`src/sv/vector_draw_command_stream_parser_defines.svh`:
```
// Assertion macros for the drawing-command stream parser.
// Included by the RTL files that carry concurrent checks; no dependencies.
`ifndef VECTOR_DRAW_COMMAND_STREAM_PARSER_DEFINES_SVH
`define VECTOR_DRAW_COMMAND_STREAM_PARSER_DEFINES_SVH

`ifndef SYNTH
// Same-cycle implication, disabled while reset is asserted.
`define VDCSP_ASSERT_IMPLY(lbl, clk, rstn, ante, cons, msg) \
  lbl: assert property (@(posedge clk) disable iff (!rstn) (ante) |-> (cons)) \
    else $error(msg);
// Next-cycle implication, disabled while reset is asserted.
`define VDCSP_ASSERT_NEXT(lbl, clk, rstn, ante, cons, msg) \
  lbl: assert property (@(posedge clk) disable iff (!rstn) (ante) |=> (cons)) \
    else $error(msg);
`else
`define VDCSP_ASSERT_IMPLY(lbl, clk, rstn, ante, cons, msg)
`define VDCSP_ASSERT_NEXT(lbl, clk, rstn, ante, cons, msg)
`endif

`endif

```
`src/sv/vdcsp_pkg.sv`:
```
// Shared types and constants of the drawing-command stream parser.
// No dependencies; imported by every module of the block.
package vdcsp_pkg;

  typedef enum logic [2:0] {
    KIND_IMAGE     = 3'd0,
    KIND_SEQUENCE  = 3'd1,
    KIND_FRAME     = 3'd2,
    KIND_COMMAND   = 3'd3,
    KIND_POINT     = 3'd4,
    KIND_BAD_MAGIC = 3'd5
  } rec_kind_e;

  typedef struct packed {
    rec_kind_e          kind;
    logic [7:0]         version_or_type;
    logic signed [15:0] x_or_width;
    logic signed [15:0] y_or_height;
    logic [15:0]        item_count;
    logic [7:0]         cmd_flags;
    logic signed [7:0]  stroke_colour;
    logic [7:0]         stroke_thickness;
    logic signed [7:0]  fill_colour;
    logic [15:0]        aux_word;
    logic               final_res;
  } rec_t;

  // One parse step's outcome handed to the result register.
  typedef struct packed {
    logic valid;
    rec_t rec;
  } res_t;

  localparam logic [7:0] MAGIC_PREFIX [3] = '{8'h50, 8'h44, 8'h43};
  localparam logic [7:0] MAGIC_IMAGE = 8'h49;
  localparam logic [7:0] MAGIC_SEQ   = 8'h53;

  localparam logic [3:0] MAGIC_LAST     = 4'd3;
  localparam logic [3:0] SIZE_LAST      = 4'd3;
  localparam logic [3:0] HDR_WIDTH_POS  = 4'd3;
  localparam logic [3:0] HDR_HEIGHT_POS = 4'd5;
  localparam logic [3:0] IMAGE_HDR_LAST = 4'd7;
  localparam logic [3:0] SEQ_HDR_LAST   = 4'd9;
  localparam logic [3:0] CMD_HDR_LAST   = 4'd8;
  localparam logic [3:0] WORD_LO_POS    = 4'd1;
  localparam logic [3:0] PAIR_LAST      = 4'd3;

endpackage

```
`src/sv/vector_draw_command_stream_parser.sv`:
```
// Drawing-command stream parser: input register, parse core, result register.
// Depends on vdcsp_pkg, vdcsp_parse_core and vdcsp_out_reg.
//
// Feed the file one byte per transfer, starting at the 4-byte magic ("PDCI"
// image or "PDCS" sequence; any other magic gives one bad-magic record with
// final_res set). The 4-byte size is skipped, multi-byte values are
// little-endian, and each header, frame, command and point comes out as one
// record on the transfer after the byte that completes it. The last record of
// the file carries final_res; every byte after it is dropped until reset.
// Throughput is one byte per cycle while the result side is not stalled: each
// byte is held in the input register, is parsed in a single pass, and its
// record lands in the result register, so a record becomes visible once its
// last byte has passed through both registers, and can then transfer out.
// Backpressure on the result side stalls parsing only once the result
// register is full and not being drained.
module vector_draw_command_stream_parser
  import vdcsp_pkg::*;
(
  input  logic               clk_i,
  input  logic               rst_ni,
  input  logic               in_valid_i,
  output logic               in_ready_o,
  input  logic [7:0]         in_byte_i,
  output logic               out_valid_o,
  input  logic               out_ready_i,
  output logic [2:0]         record_kind_o,
  output logic [7:0]         version_or_type_o,
  output logic signed [15:0] x_or_width_o,
  output logic signed [15:0] y_or_height_o,
  output logic [15:0]        item_count_o,
  output logic [7:0]         cmd_flags_o,
  output logic signed [7:0]  stroke_colour_o,
  output logic [7:0]         stroke_thickness_o,
  output logic signed [7:0]  fill_colour_o,
  output logic [15:0]        aux_word_o,
  output logic               final_res_o
);

  logic       in_valid_q;
  logic [7:0] in_byte_q;
  logic       out_free;
  logic       step;
  res_t       res;
  rec_t       rec;

  // Parse the held byte whenever the result register can take its outcome.
  assign step       = in_valid_q && out_free;
  // Accept a new byte when the input register is empty or drains this cycle.
  assign in_ready_o = !in_valid_q || out_free;

  always_ff @(posedge clk_i or negedge rst_ni) begin
    if (!rst_ni) begin
      in_valid_q <= 1'b0;
    end else if (in_ready_o) begin
      in_valid_q <= in_valid_i;
    end
  end

  // Capture the payload only on an input transfer.
  always_ff @(posedge clk_i) begin
    if (in_valid_i && in_ready_o) begin
      in_byte_q <= in_byte_i;
    end
  end

  vdcsp_parse_core u_core (
    .clk_i  (clk_i),
    .rst_ni (rst_ni),
    .step_i (step),
    .byte_i (in_byte_q),
    .res_o  (res)
  );

  vdcsp_out_reg u_out (
    .clk_i       (clk_i),
    .rst_ni      (rst_ni),
    .res_i       (res),
    .out_ready_i (out_ready_i),
    .free_o      (out_free),
    .out_valid_o (out_valid_o),
    .rec_o       (rec)
  );

  // Break the held record out onto the individual field ports.
  assign record_kind_o      = rec.kind;
  assign version_or_type_o  = rec.version_or_type;
  assign x_or_width_o       = rec.x_or_width;
  assign y_or_height_o      = rec.y_or_height;
  assign item_count_o       = rec.item_count;
  assign cmd_flags_o        = rec.cmd_flags;
  assign stroke_colour_o    = rec.stroke_colour;
  assign stroke_thickness_o = rec.stroke_thickness;
  assign fill_colour_o      = rec.fill_colour;
  assign aux_word_o         = rec.aux_word;
  assign final_res_o        = rec.final_res;

endmodule

```
`src/sv/vdcsp_out_reg.sv`:
```
// Result register of the drawing-command stream parser.
// Depends on vdcsp_pkg for the record types.
module vdcsp_out_reg
  import vdcsp_pkg::*;
(
  input  logic clk_i,
  input  logic rst_ni,
  input  res_t res_i,
  input  logic out_ready_i,
  output logic free_o,
  output logic out_valid_o,
  output rec_t rec_o
);

  logic valid_q;
  rec_t rec_q;

  // Slot frees up when empty or when the held record transfers this cycle.
  assign free_o = !valid_q || out_ready_i;

  always_ff @(posedge clk_i or negedge rst_ni) begin
    if (!rst_ni) begin
      valid_q <= 1'b0;
    end else if (free_o) begin
      valid_q <= res_i.valid;
    end
  end

  always_ff @(posedge clk_i) begin
    if (free_o && res_i.valid) begin
      rec_q <= res_i.rec;
    end
  end

  assign out_valid_o = valid_q;
  assign rec_o       = rec_q;

endmodule

```
`src/sv/vdcsp_parse_core.sv`:
```
// Parse state and single-step record builder of the drawing-command parser.
// Depends on vdcsp_pkg and the assertion macros header.
`include "vector_draw_command_stream_parser_defines.svh"

module vdcsp_parse_core
  import vdcsp_pkg::*;
(
  input  logic       clk_i,
  input  logic       rst_ni,
  input  logic       step_i,
  input  logic [7:0] byte_i,
  output res_t       res_o
);

  localparam logic [2:0] PH_MAGIC = 3'd0;
  localparam logic [2:0] PH_SIZE  = 3'd1;
  localparam logic [2:0] PH_HDR   = 3'd2;
  localparam logic [2:0] PH_FRAME = 3'd3;
  localparam logic [2:0] PH_CMD   = 3'd4;
  localparam logic [2:0] PH_POINT = 3'd5;
  localparam logic [2:0] PH_DONE  = 3'd6;

  logic [2:0]  phase_q, phase_d;
  logic [3:0]  pos_q, pos_d;
  logic [7:0]  prev_q, prev_d;
  logic        bad_q, bad_d;
  logic        seq_q, seq_d;
  logic [15:0] frames_q, frames_d;
  logic [15:0] cmds_q, cmds_d;
  logic [15:0] pts_q, pts_d;

  logic [7:0]  ver_q, ver_d;
  logic [15:0] wid_q, wid_d;
  logic [15:0] hgt_q, hgt_d;
  logic [15:0] hf3_q, hf3_d;
  logic [15:0] held_x_q, held_x_d;
  logic [7:0]  cmd_q [8];
  logic        cmd_we;

  logic [15:0] val;
  logic        adv;
  res_t        res;

  assign val = {byte_i, prev_q};

  always_comb begin
    phase_d  = phase_q;
    pos_d    = pos_q;
    prev_d   = prev_q;
    bad_d    = bad_q;
    seq_d    = seq_q;
    frames_d = frames_q;
    cmds_d   = cmds_q;
    pts_d    = pts_q;
    ver_d    = ver_q;
    wid_d    = wid_q;
    hgt_d    = hgt_q;
    hf3_d    = hf3_q;
    held_x_d = held_x_q;
    cmd_we   = 1'b0;
    adv      = 1'b0;
    res      = '0;

    if (step_i) begin
      case (phase_q)
        PH_MAGIC: begin
          if (pos_q < MAGIC_LAST) begin
            if (byte_i != MAGIC_PREFIX[pos_q[1:0]]) begin
              bad_d = 1'b1;
            end
            pos_d = pos_q + 4'd1;
          end else if (!bad_q && (byte_i == MAGIC_IMAGE || byte_i == MAGIC_SEQ)) begin
            seq_d   = (byte_i == MAGIC_SEQ);
            phase_d = PH_SIZE;
            pos_d   = '0;
            prev_d  = '0;
          end else begin
            phase_d            = PH_DONE;
            res.valid          = 1'b1;
            res.rec.kind       = KIND_BAD_MAGIC;
            res.rec.final_res  = 1'b1;
          end
        end
        PH_SIZE: begin
          pos_d = pos_q + 4'd1;
          if (pos_q == SIZE_LAST) begin
            phase_d = PH_HDR;
            pos_d   = '0;
          end
        end
        PH_HDR: begin
          if (pos_q == '0) ver_d = byte_i;
          if (pos_q == HDR_WIDTH_POS) wid_d = val;
          if (pos_q == HDR_HEIGHT_POS) hgt_d = val;
          if (pos_q == IMAGE_HDR_LAST && !seq_q) begin
            cmds_d                  = val;
            frames_d                = '0;
            pts_d                   = '0;
            res.valid               = 1'b1;
            res.rec.kind            = KIND_IMAGE;
            res.rec.item_count      = val;
            res.rec.version_or_type = ver_q;
            res.rec.x_or_width      = wid_q;
            res.rec.y_or_height     = hgt_q;
            adv                     = 1'b1;
          end else if (pos_q == IMAGE_HDR_LAST) begin
            hf3_d  = val;
            prev_d = byte_i;
            pos_d  = pos_q + 4'd1;
          end else if (pos_q == SEQ_HDR_LAST) begin
            frames_d                = val;
            cmds_d                  = '0;
            pts_d                   = '0;
            res.valid               = 1'b1;
            res.rec.kind            = KIND_SEQUENCE;
            res.rec.item_count      = val;
            res.rec.aux_word        = hf3_q;
            res.rec.version_or_type = ver_q;
            res.rec.x_or_width      = wid_q;
            res.rec.y_or_height     = hgt_q;
            adv                     = 1'b1;
          end else begin
            prev_d = byte_i;
            pos_d  = pos_q + 4'd1;
          end
        end
        PH_FRAME: begin
          if (pos_q == WORD_LO_POS) hf3_d = val;
          if (pos_q < PAIR_LAST) begin
            prev_d = byte_i;
            pos_d  = pos_q + 4'd1;
          end else begin
            frames_d           = frames_q - 16'd1;
            cmds_d             = val;
            res.valid          = 1'b1;
            res.rec.kind       = KIND_FRAME;
            res.rec.item_count = val;
            res.rec.aux_word   = hf3_q;
            adv                = 1'b1;
          end
        end
        PH_CMD: begin
          if (pos_q < CMD_HDR_LAST) begin
            cmd_we = 1'b1;
            pos_d  = pos_q + 4'd1;
          end else begin
            cmds_d                   = cmds_q - 16'd1;
            pts_d                    = {byte_i, cmd_q[7]};
            res.valid                = 1'b1;
            res.rec.kind             = KIND_COMMAND;
            res.rec.version_or_type  = cmd_q[0];
            res.rec.item_count       = {byte_i, cmd_q[7]};
            res.rec.cmd_flags        = cmd_q[1];
            res.rec.stroke_colour    = cmd_q[2];
            res.rec.stroke_thickness = cmd_q[3];
            res.rec.fill_colour      = cmd_q[4];
            res.rec.aux_word         = {cmd_q[6], cmd_q[5]};
            adv                      = 1'b1;
          end
        end
        PH_POINT: begin
          if (pos_q == WORD_LO_POS) held_x_d = val;
          if (pos_q < PAIR_LAST) begin
            prev_d = byte_i;
            pos_d  = pos_q + 4'd1;
          end else begin
            pts_d               = pts_q - 16'd1;
            res.valid           = 1'b1;
            res.rec.kind        = KIND_POINT;
            res.rec.x_or_width  = held_x_q;
            res.rec.y_or_height = val;
            adv                 = 1'b1;
          end
        end
        default: begin
          // Done: drop every further byte.
        end
      endcase

      // Record complete: pick the innermost list that still has entries.
      if (adv) begin
        pos_d  = '0;
        prev_d = '0;
        if (pts_d != '0) begin
          phase_d = PH_POINT;
        end else if (cmds_d != '0) begin
          phase_d = PH_CMD;
        end else if (frames_d != '0) begin
          phase_d = PH_FRAME;
        end else begin
          phase_d = PH_DONE;
        end
        res.rec.final_res = (phase_d == PH_DONE);
      end
    end
  end

  always_ff @(posedge clk_i or negedge rst_ni) begin
    if (!rst_ni) begin
      phase_q  <= PH_MAGIC;
      pos_q    <= '0;
      prev_q   <= '0;
      bad_q    <= 1'b0;
      seq_q    <= 1'b0;
      frames_q <= '0;
      cmds_q   <= '0;
      pts_q    <= '0;
    end else begin
      phase_q  <= phase_d;
      pos_q    <= pos_d;
      prev_q   <= prev_d;
      bad_q    <= bad_d;
      seq_q    <= seq_d;
      frames_q <= frames_d;
      cmds_q   <= cmds_d;
      pts_q    <= pts_d;
    end
  end

  always_ff @(posedge clk_i) begin
    ver_q    <= ver_d;
    wid_q    <= wid_d;
    hgt_q    <= hgt_d;
    hf3_q    <= hf3_d;
    held_x_q <= held_x_d;
    if (cmd_we) begin
      cmd_q[pos_q[2:0]] <= byte_i;
    end
  end

  assign res_o = res;

  `VDCSP_ASSERT_IMPLY(done_silent_a, clk_i, rst_ni, phase_q == PH_DONE, !res.valid, "record after end of file")
  `VDCSP_ASSERT_NEXT(final_ends_a, clk_i, rst_ni, res.valid && res.rec.final_res, phase_q == PH_DONE, "parser still active after final record")
  `VDCSP_ASSERT_IMPLY(bad_final_a, clk_i, rst_ni, res.valid && res.rec.kind == KIND_BAD_MAGIC, res.rec.final_res, "bad magic record not final")
  `VDCSP_ASSERT_NEXT(idle_hold_a, clk_i, rst_ni, !step_i, phase_q == $past(phase_q) && pos_q == $past(pos_q), "parse state moved without a byte")

endmodule
```
`config.mk`:
```
export PLATFORM = sky130hd
export DESIGN_NAME = vector_draw_command_stream_parser
export DESIGN_NICKNAME = d
export VERILOG_FILES = /design/src/sv/vdcsp_pkg.sv /design/src/sv/vector_draw_command_stream_parser.sv /design/src/sv/vdcsp_out_reg.sv /design/src/sv/vdcsp_parse_core.sv
export VERILOG_INCLUDE_DIRS = /design/src /design/src/sv
export SDC_FILE = /design/constraint.sdc
export NUM_CORES = 1
export LEC_CHECK = 0
export ABC_AREA = 1
export BUFFER_PORTS_ARGS = -buffer_cell sky130_fd_sc_hd__buf_2
export CORE_ASPECT_RATIO = 0.5
export CORE_MARGIN = 1.5
export CORE_UTILIZATION = 35
export CTS_CLUSTER_DIAMETER = 150
export DETAILED_ROUTE_END_ITERATION = 8
export MAX_ROUTING_LAYER = met4
export PLACE_DENSITY = 0.48
export SYNTH_ARGS = -nofsm -noshare
export SYNTH_HDL_FRONTEND = slang
export SYNTH_SLANG_ARGS = --single-unit
```
`constraint.sdc`:
```
create_clock -name clk_i -period 10.7 [get_ports clk_i]
set_input_delay 1.605 -clock clk_i [delete_from_list [all_inputs] [get_ports clk_i]]
set_output_delay 1.605 -clock clk_i [all_outputs]
set_load 0.02 [all_outputs]
```
==> key figures, run 1 <==
Logic synthesis
  – FF+latch count, synth: 319
  – Sequential area share after synthesis: 62.6%
  – Synth top area cells: edfxtp_1, dfrtp_1, nand2_1
  – Top FF cell, synth: edfxtp_1
  – Synth async-reset ratio: 21.0%
  – Most numerous cell in the Yosys netlist: nand2_1
  – Top cell type's share of synthesized area: 51.2%
  – Synthesis warning total: 0
  – Mapped Nets: 1,511
  – Syn Area/Cell: 9.90 sq um
  – Synth cell types: 46
  – Largest area contributor in the netlist: edfxtp_1
  – Cell count after synthesis: 1,492
  – Mapped cell area: 14,800 sq um
  – Top cells by count, synth: nand2_1, edfxtp_1, nor2_1, inv_1, nand3_1
  – Post-synth EDFFs: 252

Clock network
  – Root Driver: clkbuf_16
  – Clock-pin slew on the worst setup and hold paths: 0.07 ns
  – H-tree depth: 1
  – Num CTS Buffers: 30
  – Total clock sinks: 319
  – Post-CTS setup buffers: 0
  – Clock latency on the worst-skew pair: 0.59 ns
  – Max clock buf depth: 3
  – TritonCTS clock tree: done
  – Post-CTS Resized: 0
  – Hold_buf cts: 0

Routing
  – 1st-pass router iterations: 6
  – DRT iter0 DRCs: 1,200
  – Met3 Wirelength: 3.15 mm
  – Max Used Layer: met4
  – DRC errors left: 0
  – Met2 wire length: 19.0 mm
  – Vias: 11.3k
  – Post-Route WL: 43.3 mm
  – Met1 wire length: 20.3 mm
  – Routed length per placed instance: 19.9 microns
  – Routed Antenna Nets: 0
  – Vias per std cell: 5.19

Worst setup path
  – Critical path peak fanout: 70
  – Worst path required time: 10.91 ns
  – Worst EP arrival: 4.92 ns
  – Setup crit start kind: flop
  – Crit path capture type: flop
  – CP Class: flop to flop

Power
  – P_leak: 6.91 nW
  – Tot Pwr: 4.48 mW
  – VDD IR-drop max: 0.000145 V
  – Cell Pwr Density: 264 nW/um^2

GRT
  – Number of global-route vias before repair: 10.8k
  – Largest net degree at the start of global routing: 73
  – Initial antenna violation count: 0
  – First-pass GRT wire length: 66.0 mm
  – All-layer global routing usage: 20.5%
  – Grt ovf: 0

Floorplanning
  – Die ar.: 43,500 sq um
  – Die height: 148 microns
  – Ports: 122
  – Rows: 52
  – Core Area: 41,000 sq um
  – Die X: 294 microns
  – Starting Density: 36.0%

Run
  – Total of max-cap violations: 0

Cells and area
  – Share of layout cells above drive strength 1: 14.7%
  – Final Cell Area: 17,000 sq um
  – Fillers: 4,001
  – Final #Nets: 1,630
  – Diode count: 0
  – Post-layout util: 41.5%
  – Synthesis-to-finish area growth: 15.2%

STA
  – Setup TNS: 0 ns
  – Rel. slew slack: 8.15%
  – Setup violators final: 0
  – Crit path time final: 4.71 ns
  – RSZ-0062 raised after global routing: false
  – Tcrit/Tclk final: 44.1%
  – Fmax: 212 MHz
  – Clock skew: 0.0164 ns
  – Final hold vios: 0
  – Measured slew at the worst slew-check pin: 1.37 ns
  – Slew Viols, Final: 0
  – Setup WS post-layout: 5.99 ns

Hold path
  – Hold WC Path Type: flop to flop

Placement
  – Buffers on Ports: 121
  – Pre-CTS setup slack: 5.97 ns
  – GP Congestion: 0.940
  – Placed cell areas: 16,000 sq um
  – DP HPWL: 28.8 mm

Status
  – Status: finished clean
layout by cell type, fill, tap and decap left out, types with 4 or more instances in the layout:
| cell type | instances |
|---|---|
| nand2_2 | 8 |
| nor3_1 | 19 |
| o21ai_1 | 10 |
| nand3_1 | 110 |
| o21ai_0 | 75 |
| inv_2 | 12 |
| clkbuf_1 | 8 |
| nor2_4 | 9 |
| nor3_2 | 4 |
| dfrtp_1 | 67 |
| xor2_1 | 4 |
| o211ai_1 | 12 |
| clkbuf_16 | 30 |
| a31oi_1 | 9 |
| o22ai_1 | 6 |
| nand4_1 | 23 |
| bufinv_16 | 5 |
| nand2_1 | 306 |
| a22oi_1 | 46 |
| ha_1 | 7 |
| clkinv_1 | 8 |
| buf_4 | 22 |
| inv_1 | 156 |
| nor2_1 | 210 |
| a22o_1 | 16 |
| buf_2 | 121 |
| a21oi_1 | 37 |
| nor2_2 | 5 |
| edfxtp_1 | 252 |
| nand2_4 | 6 |
worst paths after layout:
kind                                          startpoint                       endpoint  slack, ns  cells past startpoint
setup / recovery           u_core.phase_q[0]$_DFFE_PN0P_  u_out.rec_o[52]$_SDFFCE_PN0P_       5.99                     13
hold / removal                  u_core.bad_q$_DFFE_PN0P_       u_core.bad_q$_DFFE_PN0P_       0.46                      2
setup reg to reg           u_core.phase_q[0]$_DFFE_PN0P_  u_out.rec_o[52]$_SDFFCE_PN0P_       5.99                     13
hold reg to reg                 u_core.bad_q$_DFFE_PN0P_       u_core.bad_q$_DFFE_PN0P_       0.46                      2
max in group asynchronous                         rst_ni   u_core.prev_q[7]$_DFFE_PN0P_       8.82                      2
min in group asynchronous                         rst_ni  u_core.cmds_q[12]$_DFFE_PN0P_       1.25                      2
metrics by stage:
stage / std cells / hold slack, ns
6_report: 2175 / 0.456
5_1_grt: 2175 / 0.490
4_1_cts: 2175 / 0.457
3_5_place_dp: 2119 / 0.442
3_3_place_gp: 2119 / 0.453
2_1_floorplan: 1492 / 0.422
cell type report:
type | instances | area, sq um | area share (%)
Clock buffer | 39 | 795 | 4.67
Tap cell | 540 | 676 | 3.97
Sequential cell | 319 | 9240 | 54.3
Clock inverter | 17 | 234 | 1.38
Multi-Input combinational cell | 945 | 4640 | 27.3
Inverter | 172 | 651 | 3.82
Timing Repair Buffer | 143 | 771 | 4.53
sequential cells by signal, summed over array words and instances, names as in the netlist, 3 cells and up:
signal and flops:
in_byte_q 8, u_core.cmd_q 64, u_core.cmds_q 16, u_core.frames_q 16, u_core.held_x_q 16, u_core.hf3_q 16, u_core.hgt_q 16, u_core.phase_q 3
u_core.pos_q 4, u_core.prev_q 8, u_core.pts_q 16, u_core.ver_q 8, u_core.wid_q 16, u_out.rec_o 108
per-layer routing:
| layer | track usage (%) | vias to the layer above |
|---|---|---|
| met4 | 3.99 | 0 |
| met3 | 3.83 | 72 |
| met1 | 29.3 | 5461 |
| li1 | - | 5330 |
| met2 | 30.5 | 415 |
| met5 | - | - |
logic make-up (layout without fill, tap and decap cells):
kind of cell             after synthesis  in the layout  synth area share (%)
AO/OA/AOI/OAI                        221            221                  9.31
flip-flops                           319            319                  62.6
AND/OR/NAND/NOR                      711            711                  21.0
buffers and inverters                228            371                  6.20
adder cells (fa/ha/maj)                7              7                 0.593
XOR/XNOR                               6              6                 0.356
report_power, final:
part           switching (mW)  total [mW]  internal [mW]
clock network           0.480        1.13          0.647
logic                    1.18        1.59          0.415
registers               0.177        1.76           1.59
critical path, stage by stage, from the launching register on:
cell	delay, ns
dfrtp_1	0.44
inv_4	0.15
nand3_1	0.53
nor2_2	0.23
buf_4	0.40
inv_2	0.16
nand2_1	0.11
inv_2	0.04
nand2_1	0.09
nor2_2	0.08
inv_4	0.14
a31oi_1	0.10
nor2_4	0.90
buf_4	0.80
Power figures use the tool's default switching activity.
==> run 2, diff against run 1 <==
Settings changed: ABC_AREA 1 to 0, PLACE_DENSITY 0.48 to 0.49.
Clock period 10.7 ns to 4.7 ns, I/O delays scaled along.
==> key figures, run 2 <==
Worst setup path
  – R2R depth: 10 (-3)
  – Worst path required time: 5.14 ns (-5.77 ns)
  – Worst-path cell chain: nor4bb_1, o31ai_1, buf_4, o31ai_1, o2111ai_1, or4_1, or4_1, or4_1, or3_1, a21oi_1
  – Worst EP arrival: 4.55 ns (-0.37 ns)
  – FF-to-FF End: u_out.rec_o[0]$_SDFFCE_PN0P_
  – Setup crit start kind: flop
  – CP max stage cell: dfrtp_1
  – Crit path capture type: flop
  – Critical path peak fanout: 21 (-70%)
  – Most used cell, CP: or4_1
  – Reg2reg setup slack: 0.60 ns (-5.39 ns)
  – CP max stage delay: 0.73 ns (-0.17 ns)
  – R2r startpoint: u_core.pos_q[2]$_DFFE_PN0P_
  – CP Class: flop to flop

GRT
  – Grt ovf: 0 (unchanged)
  – Initial antenna violation count: 1 (+1)
  – Number of global-route vias before repair: 9,644 (-11%)
  – Largest net degree at the start of global routing: 79 (+8.2%)
  – Met2 Usage GRT: 31.5% (+0.95 points)
  – First-pass GRT wire length: 60.4 mm (-8.5%)
  – Grt peak-use layer: met2
  – Grt met3 use: 3.51% (-0.32 points)
  – GR Util met1: 26.8% (-2.5 points)
  – All-layer global routing usage: 19.9% (-0.54 points)

Cells and area
  – Diode count: 0 (unchanged)
  – Commonest non-fill, non-tap cells in the layout: edfxtp_1, buf_2, nor2_1
  – Synthesis-to-finish area growth: 17.7%
  – Share of layout cells above drive strength 1: 18.7% (+3.9 points)
  – Final #Nets: 1,264 (-22%)
  – Non-filler cells, final: 1,799 (-17%)
  – Largest register FFs: 108 (unchanged)
  – Most common cell after layout, fill and taps aside: edfxtp_1

Logic synthesis
  – Largest area contributor in the netlist: edfxtp_1
  – Most numerous cell in the Yosys netlist: edfxtp_1
  – FF+latch count, synth: 319 (unchanged)
  – Mapped Nets: 1,150 (-24%)
  – Post-synth EDFFs: 252 (unchanged)
  – Synth top area cells: edfxtp_1, dfrtp_1, a22oi_1
  – Sequential area share after synthesis: 66.8% (+4.2 points)
  – Mapped cell area: 13,800 sq um (-6.3%)
  – Top cell type's share of synthesized area: 54.7% (+3.4 points)
  – Top cells by count, synth: edfxtp_1, nor2_1, nand2_1, clkbuf_1
  – Cell count after synthesis: 1,131 (-24%)
  – Synth async-reset ratio: 21.0% (unchanged)
  – Synth cell types: 75 (+63%)
  – Syn Area/Cell: 12.2 sq um (+24%)
  – Top FF cell, synth: edfxtp_1
  – Synthesis warning total: 0 (unchanged)

Floorplanning
  – Core Area: 38,900 sq um (-5.0%)
  – Die ar.: 40,800 sq um (-6.2%)
  – Rows: 51 (-1.9%)
  – Die X: 284 microns (-3.1%)
  – Starting Density: 35.6% (-0.46 points)
  – Die height: 144 microns (-3.1%)
  – Ports: 122 (unchanged)

Power
  – VDD IR-drop max: 0.000332 V (+130%)
  – Cell Pwr Density: 603 nW/um^2 (+130%)
  – P_leak: 5.94 nW (-14%)
  – Tot Pwr: 9.83 mW (+120%)

Routing
  – Vias: 9,920 (-12%)
  – DRT iter0 DRCs: 1,124 (-6.3%)
  – 1st-pass router iterations: 5 (-1)
  – Routed Antenna Nets: 0 (unchanged)
  – Routed length per placed instance: 22.2 microns (+11%)
  – Vias per std cell: 5.51 (+6.3%)
  – Post-Route WL: 39.8 mm (-8.0%)
  – DRC errors left: 0 (unchanged)

Clock network
  – Post-CTS setup buffers: 0 (unchanged)
  – TritonCTS clock tree: done
  – Num CTS Buffers: 30 (unchanged)
  – Post-CTS Resized: 0 (unchanged)
  – Total clock sinks: 319 (unchanged)
  – Clock latency on the worst-skew pair: 0.60 ns (about the same)
  – Max clock buf depth: 3 (unchanged)
  – Hold_buf cts: 0 (unchanged)
  – Root Driver: clkbuf_16
  – Clock-pin slew on the worst setup and hold paths: 0.07 ns (about the same)
  – H-tree depth: 1 (unchanged)

Placement
  – Buffers on Ports: 121 (unchanged)
  – DP HPWL: 26.0 mm (-9.9%)
  – DP Cell Count: 1,743 (-18%)
  – GP Congestion: 0.915 (-2.6%)

STA
  – Setup violators final: 0 (unchanged)
  – Rel. slew slack: 27.2% (+19 points)
  – Measured slew at the worst slew-check pin: 1.09 ns (-0.275 ns)
  – Crit path time final: 4.10 ns (-0.611 ns)
  – Clock skew: 0.0192 ns (+0.00282 ns)
  – Fmax: 244 MHz (+15%)
  – RSZ-0062 raised after global routing: false
  – Tcrit/Tclk final: 87.3% (+43 points)
  – Final hold vios: 0 (unchanged)
  – Slew Viols, Final: 0 (unchanged)
  – Setup TNS: 0 ns (unchanged)

Run
  – Total of max-cap violations: 0 (unchanged)

Hold path
  – Hold WC Path Type: input port to async pin

Status
  – Status: finished clean
run 2: cell types whose count changed after synthesis, sizes merged, moves of 37 or more:
cell,change
nand2,-232
inv,-150
nor2,-104
nand3,-83
clkbuf,+39
and3,+37
run 2: through the flow:
| stage | instance area, sq um | utilization [%] | setup slack (ns) | hold WS, ns |
|---|---|---|---|---|
| floorplan | 13800 | - | 0.359 | 0.409 |
| global placement | 15200 | 39.0 | 0.688 | 0.460 |
| detailed placement | 15200 | 39.0 | 0.664 | 0.456 |
| CTS | 16300 | 41.9 | 0.599 | 0.133 |
| global route | 16300 | 41.9 | 0.333 | 0.175 |
| finish | 16300 | 41.9 | 0.597 | 0.122 |
run 2: power by group:
group	internal (mW)	switching, mW
combinational	0.972	2.02
sequential	3.57	0.496
clock	1.64	1.13
run 2: final cells by class:
| type | count | area (sq um) |
|---|---|---|
| Multi-Input combinational cell | 714 | 4280 |
| Tap cell | 530 | 663 |
| Fill cell | 3693 | 22600 |
| Timing Repair Buffer | 160 | 911 |
| Clock buffer | 33 | 772 |
| Sequential cell | 319 | 9240 |
| Inverter | 20 | 78.8 |
| Clock inverter | 23 | 355 |
run 2: critical path, delay by kind of cell, from the launching register on:
kind,cells,cell delay [ns]
and+or+nand+nor,5,2.43
buffers and inverters,1,0.23
AOI/OAI and AO/OA,4,0.56
DFF,1,0.73
run 2: how the worst max path moves through the flow:
stage | slack (ns) | cells past startpoint | to | start
6_report | 0.60 | 10 | u_out.rec_o[0]$_SDFFCE_PN0P_ | u_core.pos_q[2]$_DFFE_PN0P_
5_1_grt | 0.33 | 10 | u_out.rec_o[0]$_SDFFCE_PN0P_ | u_core.pos_q[2]$_DFFE_PN0P_
4_1_cts | 0.60 | 11 | u_out.rec_o[0]$_SDFFCE_PN0P_ | u_core.pos_q[1]$_DFFE_PN0P_
3_5_place_dp | 0.66 | 11 | u_out.rec_o[0]$_SDFFCE_PN0P_ | u_core.pos_q[1]$_DFFE_PN0P_
3_3_place_gp | 0.69 | 11 | u_out.rec_o[0]$_SDFFCE_PN0P_ | u_core.pos_q[1]$_DFFE_PN0P_
2_1_floorplan | 0.36 | 9 | u_out.rec_o[0]$_SDFFCE_PN0P_ | u_core.pos_q[0]$_DFFE_PN0P_
run 2: kinds of logic (layout without fill, tap and decap cells):
logic type	count (synthesis)	in the layout	share of synthesized area (%)
and+or+nand+nor	411	411	15.0
buffers and inverters	98	236	2.67
AOI/OAI and AO/OA	276	276	13.6
DFF	319	319	66.8
adders and majority gates	7	7	0.633
muxes	5	5	0.398
xor gates and xnor gates	15	15	0.949
run 2: per-layer routing:
| metal | share of wire, % | vias up |
|---|---|---|
| li1 | - | 4533 |
| met1 | 45 | 5005 |
| met2 | 46 | 317 |
| met3 | 6.5 | 65 |
| met4 | 2.3 | 0 |
| met5 | 0 | - |
